File: config.mk
export PLATFORM = sky130hd
export DESIGN_NAME = masked_midrange_center_normalize
export DESIGN_NICKNAME = d
export VERILOG_FILES = /design/src/sv/mmcn_pkg.sv /design/src/sv/masked_midrange_center_normalize.sv /design/src/sv/mmcn_store.sv /design/src/sv/mmcn_div.sv
export SDC_FILE = /design/constraint.sdc
export NUM_CORES = 2
export LEC_CHECK = 0
export BUFFER_PORTS_ARGS = -buffer_cell sky130_fd_sc_hd__buf_2
export CAP_MARGIN = 20
export CORE_AREA = 8 8 513 515
export CTS_BUF_LIST = sky130_fd_sc_hd__clkbuf_8
export DETAILED_ROUTE_END_ITERATION = 10
export DIE_AREA = 0 0 521 523
export GPL_ROUTABILITY_DRIVEN = 0
export SLEW_MARGIN = 20
export SYNTH_ARGS = -nofsm -noshare
export SYNTH_HDL_FRONTEND = slang
export SYNTH_SLANG_ARGS = --single-unit
File: constraint.sdc
create_clock -name i_clk -period 7.4 [get_ports i_clk]
set_input_delay 0.37 -clock i_clk [delete_from_list [all_inputs] [get_ports i_clk]]
set_output_delay 0.37 -clock i_clk [all_outputs]
set_load 0.1 [all_outputs]
File: src/sv/mmcn_pkg.sv
// ----------------------------------------------------------------------------
// mmcn_pkg
// Shared types and constants for the masked midrange center/normalize block.
// ----------------------------------------------------------------------------
package mmcn_pkg;

    localparam int MMCN_MAX_ELEMENTS = 64;

    localparam int SAMPLE_W  = 32;
    localparam int DIVISOR_W = 31;
    localparam int DIFF_W    = SAMPLE_W + 1;
    localparam int PADDR_W   = 3;
    localparam int PDATA_W   = 32;

    localparam logic [DIVISOR_W-1:0] DIVISOR_RESET = 31'd65536;
    localparam logic [SAMPLE_W-1:0]  Q_MAX         = 32'h7FFF_FFFF;
    localparam logic [SAMPLE_W-1:0]  Q_MIN         = 32'h8000_0000;

    // Register index codes, taken from paddr[2].
    localparam logic REG_SCALE_DIVISOR = 1'b0;
    localparam logic REG_UNMAPPED      = 1'b1;

    typedef enum logic [2:0] {
        S_IDLE,
        S_CENTER,
        S_FETCH,
        S_DIFF,
        S_WAIT
    } t_seq_state;

    typedef enum logic [1:0] {
        D_IDLE,
        D_SETUP,
        D_RUN,
        D_FIN
    } t_div_state;

    typedef struct packed {
        logic                 start;
        logic [DIFF_W-1:0]    diff;
        logic [DIVISOR_W-1:0] divisor;
    } t_div_req;

    typedef struct packed {
        logic                done;
        logic [SAMPLE_W-1:0] value;
    } t_div_rsp;

endpackage

File: src/sv/masked_midrange_center_normalize.sv
// ----------------------------------------------------------------------------
// masked_midrange_center_normalize
// Buffers a sequence of Q16.16 samples, tracks min/max over the valid ones,
// and on the last request emits every stored sample centered on the midrange
// and divided by the configured divisor.
// ----------------------------------------------------------------------------
//
//  Channel   | Handshake                    | Payload
//  ----------+------------------------------+-----------------------------------
//  request   | start, busy (taken: start&!busy) | sample_value, sample_valid, last
//  result    | o_strobe, one cycle, no stall | normalized, center, last, flags
//  config    | APB psel/penable/pwrite/pready| paddr, pwdata, prdata
//
//  A request that is not marked last is taken and busy stays low.
//  A last request raises busy: the center is formed, then each stored
//  sample passes through memory read, subtract, setup, 32 steps of the
//  one-bit-per-cycle serial divider, finish and response.
//  Busy drops in the cycle that shows the final result.
//  Reset is synchronous and active low; the sample buffer is not cleared.
//  The receiver cannot stall: each result is shown for exactly one cycle.
//
module masked_midrange_center_normalize #(
    parameter int MAX_ELEMENTS = mmcn_pkg::MMCN_MAX_ELEMENTS
) (
    input  logic                          i_clk,
    input  logic                          i_rst_n,

    input  logic                          start,
    output logic                          busy,
    input  logic [mmcn_pkg::SAMPLE_W-1:0] i_sample_value,
    input  logic                          i_sample_valid,
    input  logic                          i_sequence_last,

    output logic                          o_strobe,
    output logic [mmcn_pkg::SAMPLE_W-1:0] o_normalized_value,
    output logic [mmcn_pkg::SAMPLE_W-1:0] o_center_value,
    output logic                          o_result_last,
    output logic                          o_no_valid_samples,
    output logic                          o_overflow_dropped,

    input  logic                          psel,
    input  logic                          penable,
    input  logic                          pwrite,
    input  logic [mmcn_pkg::PADDR_W-1:0]  paddr,
    input  logic [mmcn_pkg::PDATA_W-1:0]  pwdata,
    output logic [mmcn_pkg::PDATA_W-1:0]  prdata,
    output logic                          pready
);
    import mmcn_pkg::*;

    localparam int AW = (MAX_ELEMENTS > 1) ? $clog2(MAX_ELEMENTS) : 1;
    localparam int CW = $clog2(MAX_ELEMENTS + 1);
    localparam logic [CW-1:0] DEPTH_C = CW'(MAX_ELEMENTS);

    t_seq_state r_state, n_state;

    // Configuration.
    logic [DIVISOR_W-1:0] r_divisor;

    // Per-sequence state.
    logic [CW-1:0]        r_count;
    logic signed [SAMPLE_W-1:0] r_min;
    logic signed [SAMPLE_W-1:0] r_max;
    logic                 r_any;
    logic                 r_ovf;
    logic [SAMPLE_W-1:0]  r_center;
    logic [CW-1:0]        r_idx;

    logic                 w_accept;
    logic                 w_room;
    logic                 w_store;
    logic                 w_cfg_wr;
    logic                 w_div_start;
    logic                 w_emit;
    logic                 w_final;
    logic [DIFF_W-1:0]    w_sum;
    logic [SAMPLE_W-1:0]  w_rdata;
    t_div_req             w_div_req;
    t_div_rsp             w_div_rsp;

    logic signed [SAMPLE_W-1:0] w_sample;

    assign w_sample = i_sample_value;
    assign w_accept = start && !busy;
    assign w_room   = (r_count < DEPTH_C);
    assign w_store  = w_accept && w_room;
    assign w_cfg_wr = psel && penable && pwrite && pready;

    // The divider's response marks the point where one result is ready.
    assign w_emit  = (r_state == S_WAIT) && w_div_rsp.done;
    assign w_final = w_emit && (r_idx == r_count - CW'(1));

    // ------------------------------------------------------------------------
    // Sequencer.
    // ------------------------------------------------------------------------
    always_comb begin
        n_state = r_state;
        unique case (r_state)
            S_IDLE:   if (w_accept && i_sequence_last) n_state = S_CENTER;
            S_CENTER: n_state = S_FETCH;
            S_FETCH:  n_state = S_DIFF;
            S_DIFF:   n_state = S_WAIT;
            S_WAIT: begin
                if (w_emit) begin
                    n_state = w_final ? S_IDLE : S_FETCH;
                end
            end
            default:  n_state = S_IDLE;
        endcase
    end

    always_comb begin
        busy        = 1'b1;
        w_div_start = 1'b0;
        unique case (r_state)
            S_IDLE:  busy        = 1'b0;
            S_DIFF:  w_div_start = 1'b1;
            default: ;
        endcase
    end

    // ------------------------------------------------------------------------
    // Sample buffer and shared divider.
    // ------------------------------------------------------------------------
    mmcn_store #(
        .DEPTH (MAX_ELEMENTS),
        .AW    (AW)
    ) u_store (
        .i_clk   (i_clk),
        .i_we    (w_store),
        .i_waddr (r_count[AW-1:0]),
        .i_wdata (i_sample_value),
        .i_raddr (r_idx[AW-1:0]),
        .o_rdata (w_rdata)
    );

    // Both operands are 32-bit signed values, so the difference fits in 33 bits.
    assign w_div_req.start   = w_div_start;
    assign w_div_req.diff    = {w_rdata[SAMPLE_W-1], w_rdata}
                             - {r_center[SAMPLE_W-1], r_center};
    assign w_div_req.divisor = r_divisor;

    mmcn_div u_div (
        .i_clk   (i_clk),
        .i_rst_n (i_rst_n),
        .i_req   (w_div_req),
        .o_rsp   (w_div_rsp)
    );

    // Midrange with rounding toward minus infinity: the exact 33-bit sum,
    // arithmetically shifted right by one.
    assign w_sum = {r_min[SAMPLE_W-1], r_min} + {r_max[SAMPLE_W-1], r_max};

    // ------------------------------------------------------------------------
    // Control registers.
    // ------------------------------------------------------------------------
    always_ff @(posedge i_clk) begin
        if (!i_rst_n) begin
            r_state   <= S_IDLE;
            r_divisor <= DIVISOR_RESET;
            r_count   <= '0;
            r_min     <= Q_MAX;
            r_max     <= Q_MIN;
            r_any     <= 1'b0;
            r_ovf     <= 1'b0;
            r_idx     <= '0;
            o_strobe  <= 1'b0;
        end else begin
            r_state  <= n_state;
            o_strobe <= w_emit;

            if (w_cfg_wr) begin
                unique case (paddr[2])
                    REG_SCALE_DIVISOR: r_divisor <= pwdata[DIVISOR_W-1:0];
                    REG_UNMAPPED:      ;
                    default:           ;
                endcase
            end

            if (w_accept) begin
                if (w_room) begin
                    r_count <= r_count + CW'(1);
                    if (i_sample_valid) begin
                        if (w_sample < r_min) r_min <= w_sample;
                        if (w_sample > r_max) r_max <= w_sample;
                        r_any <= 1'b1;
                    end
                end else begin
                    r_ovf <= 1'b1;
                end
            end

            if (r_state == S_CENTER) begin
                r_idx <= '0;
            end else if (w_emit && !w_final) begin
                r_idx <= r_idx + CW'(1);
            end

            // The sequence state returns to its reset values once the final
            // result has been captured into the output registers.
            if (w_final) begin
                r_count <= '0;
                r_min   <= Q_MAX;
                r_max   <= Q_MIN;
                r_any   <= 1'b0;
                r_ovf   <= 1'b0;
            end
        end
    end

    // ------------------------------------------------------------------------
    // Payload registers.
    // ------------------------------------------------------------------------
    always_ff @(posedge i_clk) begin
        if (r_state == S_CENTER) begin
            r_center <= r_any ? w_sum[DIFF_W-1:1] : '0;
        end
        if (w_emit) begin
            o_normalized_value <= w_div_rsp.value;
            o_center_value     <= r_center;
            o_result_last      <= w_final;
            o_no_valid_samples <= !r_any;
            o_overflow_dropped <= r_ovf;
        end
    end

    // Register readback.
    always_comb begin
        unique case (paddr[2])
            REG_SCALE_DIVISOR: prdata = {1'b0, r_divisor};
            REG_UNMAPPED:      prdata = '0;
            default:           prdata = '0;
        endcase
    end

    assign pready = 1'b1;

    // ------------------------------------------------------------------------
    // Assertions.
    // ------------------------------------------------------------------------
    a_last_sets_busy: assert property (@(posedge i_clk) disable iff (!i_rst_n)
        (start && !busy && i_sequence_last) |=> busy)
        else $error("last request did not start the emission pass");

    a_final_frees: assert property (@(posedge i_clk) disable iff (!i_rst_n)
        (o_strobe && o_result_last) |-> !busy)
        else $error("still busy after the final result");

    a_mid_keeps_busy: assert property (@(posedge i_clk) disable iff (!i_rst_n)
        (o_strobe && !o_result_last) |-> busy)
        else $error("left the emission pass before the final result");

    // The read index is cleared while the center is formed, so it is only
    // meaningful from the first fetch on.
    a_idx_in_range: assert property (@(posedge i_clk) disable iff (!i_rst_n)
        (r_state != S_IDLE && r_state != S_CENTER) |-> (r_idx < r_count))
        else $error("read index beyond the stored samples");

endmodule

File: src/sv/mmcn_store.sv
// ----------------------------------------------------------------------------
// mmcn_store
// Sample buffer: one write port, one registered read port.
// ----------------------------------------------------------------------------
module mmcn_store #(
    parameter int DEPTH = mmcn_pkg::MMCN_MAX_ELEMENTS,
    parameter int AW    = (DEPTH > 1) ? $clog2(DEPTH) : 1
) (
    input  logic                          i_clk,
    input  logic                          i_we,
    input  logic [AW-1:0]                 i_waddr,
    input  logic [mmcn_pkg::SAMPLE_W-1:0] i_wdata,
    input  logic [AW-1:0]                 i_raddr,
    output logic [mmcn_pkg::SAMPLE_W-1:0] o_rdata
);
    import mmcn_pkg::*;

    logic [SAMPLE_W-1:0] r_mem [DEPTH];
    logic [SAMPLE_W-1:0] r_rdata;

    always_ff @(posedge i_clk) begin
        if (i_we) begin
            r_mem[i_waddr] <= i_wdata;
        end
        r_rdata <= r_mem[i_raddr];
    end

    assign o_rdata = r_rdata;

endmodule

File: src/sv/mmcn_div.sv
// ----------------------------------------------------------------------------
// mmcn_div
// Serial restoring divider: (diff * 65536) / divisor, truncated toward zero
// and saturated to Q16.16. One quotient bit per cycle.
// ----------------------------------------------------------------------------
module mmcn_div (
    input  logic              i_clk,
    input  logic              i_rst_n,
    input  mmcn_pkg::t_div_req i_req,
    output mmcn_pkg::t_div_rsp o_rsp
);
    import mmcn_pkg::*;

    t_div_state r_state, n_state;

    logic [DIFF_W-1:0]    r_diff;
    logic [DIVISOR_W-1:0] r_div;
    logic                 r_neg;
    logic                 r_over;
    logic [DIVISOR_W-1:0] r_rem;
    logic [SAMPLE_W-1:0]  r_shift;
    logic [SAMPLE_W-1:0]  r_q;
    logic [4:0]           r_cnt;
    logic [SAMPLE_W-1:0]  r_result;
    logic                 r_done;

    logic                 w_load;
    logic                 w_setup;
    logic                 w_step;
    logic                 w_fin;
    logic [DIFF_W-1:0]    w_mag;
    logic [SAMPLE_W-1:0]  w_trial;
    logic                 w_ge;
    logic [SAMPLE_W-1:0]  w_sat;

    always_comb begin
        n_state = r_state;
        unique case (r_state)
            D_IDLE:  if (i_req.start) n_state = D_SETUP;
            D_SETUP: n_state = D_RUN;
            D_RUN:   if (r_cnt == 5'd31) n_state = D_FIN;
            D_FIN:   n_state = D_IDLE;
            default: n_state = D_IDLE;
        endcase
    end

    always_comb begin
        w_load  = 1'b0;
        w_setup = 1'b0;
        w_step  = 1'b0;
        w_fin   = 1'b0;
        unique case (r_state)
            D_IDLE:  w_load  = i_req.start;
            D_SETUP: w_setup = 1'b1;
            D_RUN:   w_step  = 1'b1;
            D_FIN:   w_fin   = 1'b1;
            default: ;
        endcase
    end

    // Magnitude of the difference; -2^32 still fits as an unsigned 33-bit value.
    assign w_mag   = r_diff[DIFF_W-1] ? (~r_diff + 33'd1) : r_diff;
    assign w_trial = {r_rem, r_shift[SAMPLE_W-1]};
    assign w_ge    = (w_trial >= {1'b0, r_div});

    // A quotient at or above 2^31 clips; for a negative result exactly 2^31
    // lands on the most negative code anyway.
    always_comb begin
        if (r_over || r_q[SAMPLE_W-1]) begin
            w_sat = r_neg ? Q_MIN : Q_MAX;
        end else begin
            w_sat = r_neg ? (~r_q + 32'd1) : r_q;
        end
    end

    always_ff @(posedge i_clk) begin
        if (!i_rst_n) begin
            r_state <= D_IDLE;
            r_done  <= 1'b0;
        end else begin
            r_state <= n_state;
            r_done  <= w_fin;
        end
    end

    always_ff @(posedge i_clk) begin
        if (w_load) begin
            r_diff <= i_req.diff;
            r_div  <= (i_req.divisor == '0) ? 31'd1 : i_req.divisor;
        end
        if (w_setup) begin
            r_neg   <= r_diff[DIFF_W-1];
            // The quotient reaches 2^32 exactly when the upper part alone
            // is no smaller than the divisor.
            r_over  <= ({14'd0, w_mag[32:16]} >= r_div);
            r_rem   <= {14'd0, w_mag[32:16]};
            r_shift <= {w_mag[15:0], 16'd0};
            r_q     <= '0;
            r_cnt   <= '0;
        end
        if (w_step) begin
            r_rem   <= w_ge ? w_trial[DIVISOR_W-1:0] - r_div : w_trial[DIVISOR_W-1:0];
            r_q     <= {r_q[SAMPLE_W-2:0], w_ge};
            r_shift <= {r_shift[SAMPLE_W-2:0], 1'b0};
            r_cnt   <= r_cnt + 5'd1;
        end
        if (w_fin) begin
            r_result <= w_sat;
        end
    end

    assign o_rsp.done  = r_done;
    assign o_rsp.value = r_result;

endmodule

# After elaboration in Yosys (flattened, before gate mapping)

Memory sizes are Yosys's and may differ from the RTL's. A register that Yosys moved wholly into a read port is not among the register bits.
Index checks and enable logic that the tools add are counted.

$add $sub $neg: 9
$lt $le $gt $ge: 5
Equal/unequal tests: 13
Multiplexer cells: 29
Bitwise operators: 5
Reductions and logical operators: 25

Operator list:

| cell                                                            | count |
|---|---|
| 32-bit 2-to-1 mux                                               | 7 |
| 31-bit 2-to-1 mux                                               | 3 |
| 32-bit case mux with 2 select lines                             | 1 |
| 32-bit by 32-bit adder with 33-bit output                       | 1 |
| 33-bit by 1-bit adder with 33-bit output, second input constant | 1 |
| 33-bit 2-to-1 mux                                               | 1 |
| 33-bit inverter                                                 | 1 |
| 32-bit by 32-bit subtractor with 33-bit output                  | 1 |
| 32-bit by 1-bit adder with 32-bit output, second input constant | 1 |
| 32-bit by 31-bit greater-or-equal comparator with 1-bit output  | 1 |
| 32-bit greater-than comparator                                  | 1 |
| 32-bit < comparator                                             | 1 |
| 32-bit inverter                                                 | 1 |
| 17-bit by 31-bit greater-or-equal comparator with 1-bit output  | 1 |
| 31-bit logical NOT                                              | 1 |
| 31-bit subtractor                                               | 1 |
| 3-bit case mux with 5 select lines                              | 1 |
| 7-bit by 1-bit adder with 7-bit output, second input constant   | 2 |
| 5-bit 2-to-1 mux                                                | 2 |
| 2-bit AND reduction                                             | 5 |
| 1-bit logical AND                                               | 8 |
| 1-bit 2-to-1 mux                                                | 8 |
| 2-bit case mux with 4 select lines                              | 1 |
| 4-bit AND reduction                                             | 2 |
| 22 further kinds                                                | 33 |

Register bits: 399
Memory bits (writable): 2048
Output and inout bits: 102
Logic and storage cells: 114
Memories kept: 1

Memories:

| memory        | depth | bits a word | read ports | clocked after Yosys merged registers in | write ports | RTL line         | RTL |
|---|---|---|---|---|---|---|---|
| u_store.r_mem | 64    | 32          | 1          | 1                                       | 1           | mmcn_store.sv:18 | `logic [SAMPLE_W-1:0] r_mem [DEPTH];` |

# Longest topological paths before layout

Depth after elaboration: 6
Mapped depth: 18

# Hierarchy

Synthesis repeated with hierarchy kept, for this count alone.

Cells, all modules: 5772
Area, all modules: 102199.3 sq um

By module, submodules not included:

| module                           | instances | cells an instance | area an instance (sq um) | seq. area each (sq um) |
|---|---|---|---|---|
| mmcn_store                       | 1         | 3324              | 78515.3                  | 62139.6 |
| masked_midrange_center_normalize | 1         | 1422              | 12998.7                  | 5275.1 |
| mmcn_div                         | 1         | 1026              | 10685.2                  | 5525.3 |

# Least setup slack after synthesis

OpenSTA, ideal clock, no wires.

Kind: register -> register
Start point: reg r_state[2]
End point: reg r_idx[4]
Setup time: 71 ps
Arrival time: 6415 ps
Data required time: 7329 ps
Slack: 914 ps
Stages on the path, launching flop included: 8
Clock period less this slack: 6486 ps
Cells stage by stage: dfxtp_1 clkbuf_1 nand2_1 nor3_1 nor2b_1 nand2_1 or3_1 a21oi_1

Longest elaborated chain between the ends: 5
Elaborated cells between the ends (all ways): 7
Classes of those cells: 2 x eq/ne; 5 x reduce/logical

RTL lines:

| element                  | RTL line                                | RTL |
|---|---|---|
| start: declaration       | masked_midrange_center_normalize.sv:55  | `t_seq_state r_state, n_state;` |
| start signal: assignment | masked_midrange_center_normalize.sv:169 | `r_state <= n_state;` |
| 3-bit equality test *    | masked_midrange_center_normalize.sv:90  | `assign w_emit = (r_state == S_WAIT) && w_div_rsp.done;` |
| 1-bit logical AND *      | masked_midrange_center_normalize.sv:90  |  |
| net w_emit               | masked_midrange_center_normalize.sv:74  | `logic w_emit;` |
| 1-bit logical AND        | masked_midrange_center_normalize.sv:91  | `assign w_final = w_emit && (r_idx == r_count - CW'(1));` |
| 1-bit logical NOT        | masked_midrange_center_normalize.sv:195 | `end else if (w_emit && !w_final) begin` |
| 1-bit logical AND *      | masked_midrange_center_normalize.sv:195 |  |
| end signal: assignment   | masked_midrange_center_normalize.sv:196 | `r_idx <= r_idx + CW'(1);` |
| end: declaration         | masked_midrange_center_normalize.sv:67  | `logic [CW-1:0] r_idx;` |

The timed path passes the listed nets; every way through them passes the cells marked *.
A chain may end at the register's enable or synchronous reset.

# Worst setup path in the final report

Start point: reg r_state[2]
End point: mem u_store.r_mem[3][28] (enable)

Longest elaborated chain between the ends: 5

RTL lines:

| element                                | RTL line                                | RTL |
|---|---|---|
| 3-bit logical NOT                      | masked_midrange_center_normalize.sv:115 | `unique case (r_state)` |
| 1-bit logical AND                      | masked_midrange_center_normalize.sv:84  | `assign w_accept = start && !busy;` |
| 1-bit logical AND                      | masked_midrange_center_normalize.sv:86  | `assign w_store = w_accept && w_room;` |
| 1-bit 2-to-1 mux                       | mmcn_store.sv:22                        | `if (i_we) begin` |
| 1-bit 2-to-1 mux (not written as such) | mmcn_store.sv:23                        | `r_mem[i_waddr] <= i_wdata;` |
| end: declaration                       | mmcn_store.sv:18                        |  |

No other way between the ends.

==> metrics.md <==
| Metric | Value |
|---|---|
| Status | `completed` |
| Hold Crit Endpoint | `r_max[0]` |
| Synthesized area | `0.1015 sq mm` |
| Via count | `52.92k` |
| Fraction of registers with async set or reset after synthesis | `0` |
| Chip height | `523 microns` |
| Worst hold slack | `0.3658 ns` |
| Period utilisation layout | `0.5812` |
| Hold path start | `i_sample_value[0]` |
| Global Route Usage Sum | `0.1826` |
| Hold Vio Cnt, Final | `0` |
| Max-cap violations | `0` |
| Cell Chain, Critical Path | `nor4b_2, nor2b_1, nor2b_1, nand3_1, nor2_4, buf_4` |
| Largest net degree at the start of global routing | `132` |
| R2R cell count | `6` |
| Post-synth EDFFs | `2329` |
| CP most frequent cell | `nor2b_1` |
| Setup Viol. Count Final | `0` |
| Shortest period the worst path allows | `4.301 ns` |
| Reg-to-Reg End | `u_store.r_mem[3][28]` |
| Largest cells by area after synthesis | `edfxtp_1 (69%), mux4_2 (15%), dfxtp_1 (3.0%), ha_1 (2.3%), nor2_1 (0.83%)` |
| Worst-skew pair later-pin latency | `1.07 ns` |
| Gate Count Post-Synth | `5372` |
| Crit path DAT | `4.92 ns` |
| DR vias/cell | `5.504` |
| GRT overflow | `0` |
| CTS Buf Count | `410` |
| Layout Skew | `0.1293 ns` |
| Drt drc | `0` |
| Ratio of cells with drive above 1 in the final layout | `0.2507` |
| Slew HR | `0.2342` |
| Cell Pwr Density | `247.6 mW/mm^2` |
| Row Count | `186` |
| # Post-CTS Setup Buffers | `0` |
| Commonest non-fill, non-tap cell in the layout | `edfxtp_1` |
| Ys flop type | `edfxtp_1` |
| 1st-iter DRT viols | `4609` |
| Die area | `0.2725 sq mm` |
| # nets final | `6188` |
| HP Class | `input port to flip-flop` |
| RSZ-0062 raised after global routing | `false` |
| Die X | `521 microns` |
| Initial antenna violation count | `34` |
| Htree depth | `5` |
| Fmax | `232.5 MHz` |
| Register area share after synthesis | `0.7189` |
| Most frequent cells in the layout | `edfxtp_1 (2329), mux4_2 (672), clkbuf_8 (424), inv_1 (350), ha_1 (184)` |
| Req. time, crit path | `8.02 ns` |
| WL per Instance | `26.38 microns` |
| CTS tree | `built` |
| Worst path max stage delay | `1.01 ns` |
| Slowest CP cell | `nor2_4` |
| Dpl hpwl | `153800 microns` |
| Reg2reg setup slack | `3.10 ns` |
| Clk sinks | `2479` |
| Slew at the pin closest to its max-slew limit | `1.146 ns` |
| Root Buffer | `clkbuf_8` |
| Pre-antenna DRT Iters | `5` |
| Synthesized area per cell | `18.89 sq um` |
| Startpoint class of the critical path | `flip-flop` |
| Top-area cell type share of the netlist area | `0.6893` |
| Unique cell type count in the Yosys netlist | `88` |
| Worst vdd ir | `175.1 uV` |
| Worst reg2reg startpoint | `r_state[2]` |
| Vias in the first global route | `54.34k` |
| Wirelength, routed | `253600 microns` |
| Syn nets | `5636` |
| CORE AREA | `0.2553 sq mm` |
| CTS hold repair buffers | `98` |
| I/O Buffers | `171` |
| First-pass GRT wire length | `369900 microns` |
| Clock Tree Buf Depth | `4` |
| Final Max Tran Viols | `0` |
| Leak | `0.03775 uW` |
| Sum of negative setup slack | `0 ns` |
| Clock transition at path regs | `0.06 ns` |
| Worst setup path class | `flip-flop to flip-flop` |
| Top Ports | `177` |
| Flops & latches, synth | `2479` |
| Area leader, netlist | `edfxtp_1` |
| Critical Path Fanout Max | `18` |
| Post-CTS sizing | `0` |
| Worst setup EP type | `flip-flop` |
| Initial core utilization | `0.3974` |
| Yosys warning total | `0` |
| Hold path depth | `4` |
| Area grow syn2layout | `13.81%` |
| Antenna Nets Post-Route | `0` |
-- layer usage --
metal	global-route usage	wire length, microns
met5	0	25
met4	0.04031	4614
met3	0.03187	16600
met2	0.3033	123400
met1	0.2542	109000
-- flip-flops by register name (all words and copies together) (netlist names), 31 cells and up --
signal	flops
o_center_value	32
o_normalized_value	32
r_center	32
r_divisor	31
r_max	32
r_min	32
u_div.r_diff	33
u_div.r_div	31
u_div.r_q	32
u_div.r_rem	31
u_div.r_result	32
u_store.o_rdata	32
u_store.r_mem	2048
-- report_power, final --
part           leakage [uW]  switching [uW]  internal, uW
clock               0.00431            5240          5500
sequential           0.0222             169         15600
combinational        0.0112            1310           733
-- area by class of cell --
cell class / instances / area, sq um
diodes: 5 / 12.51
well taps: 3384 / 4234
repair buffers: 426 / 3173
clock buffers: 424 / 5836
clock inverters: 290 / 1341
fillers: 21776 / 139800
multi-input cells: 2434 / 27270
flip-flops and latches: 2479 / 72960
inverters: 173 / 649.4
-- logic make-up (layout without fill, tap and decap cells) --
group           Yosys count  count (layout)  share of synthesized area
flops                  2479            2479                     0.7189
compound gates          601             601                    0.03721
simple gates            827             827                    0.04059
mux                     685             685                     0.1505
other cells               2               7                 0.00007402
xor+xnor                130             130                    0.01151
buf+inv                 459            1313                    0.01773
fa+ha+maj               189             189                    0.02353
-- metrics by stage --
| stage | setup slack, ns | total power (uW) | util | cell area, sq um | instances |
|---|---|---|---|---|---|
| 4_1_cts | 2.718 | 28880 | 0.4522 | 115400 | 9609 |
| 6_report | 3.099 | 28590 | 0.4523 | 115500 | 9615 |
| 5_1_grt | 2.869 | 29670 | 0.4523 | 115500 | 9614 |
| 3_5_place_dp | 2.657 | 18090 | 0.4202 | 107300 | 8797 |
| 2_1_floorplan | 0.9143 | 17310 | - | 101500 | 5372 |
| 3_3_place_gp | 2.726 | 18020 | 0.4200 | 107200 | 8795 |
-- worst max path at each step --
stage	from	to	depth (start not counted)
finish	r_state[2]	u_store.r_mem[3][28]	6
global route	r_state[2]	u_store.r_mem[3][28]	6
CTS	r_state[2]	u_store.r_mem[3][28]	6
detailed placement	start	u_store.r_mem[43][28]	7
global placement	start	u_store.r_mem[43][28]	7
floorplan	r_state[2]	r_idx[4]	7
-- cells in the mapped netlist (53+ instances only) --
cell	number
edfxtp_1	2329
inv_1	173
xor2_1	56
mux4_2	672
a21o_1	76
nor2_1	224
dfxtp_1	150
a21oi_1	167
ha_1	186
buf_2	53
nand2_1	167
nand3_1	129
xnor2_1	72
o21ai_0	158
clkbuf_1	205
nor2b_1	60
-- worst max-delay path, delay by kind of cell (launching register included) --
family                 cells  cell delay (ns)
DFF                        1             0.39
buffers and inverters      1             0.43
and+or+nand+nor            5             3.07
No activity file was read; power rests on OpenSTA's default activity.
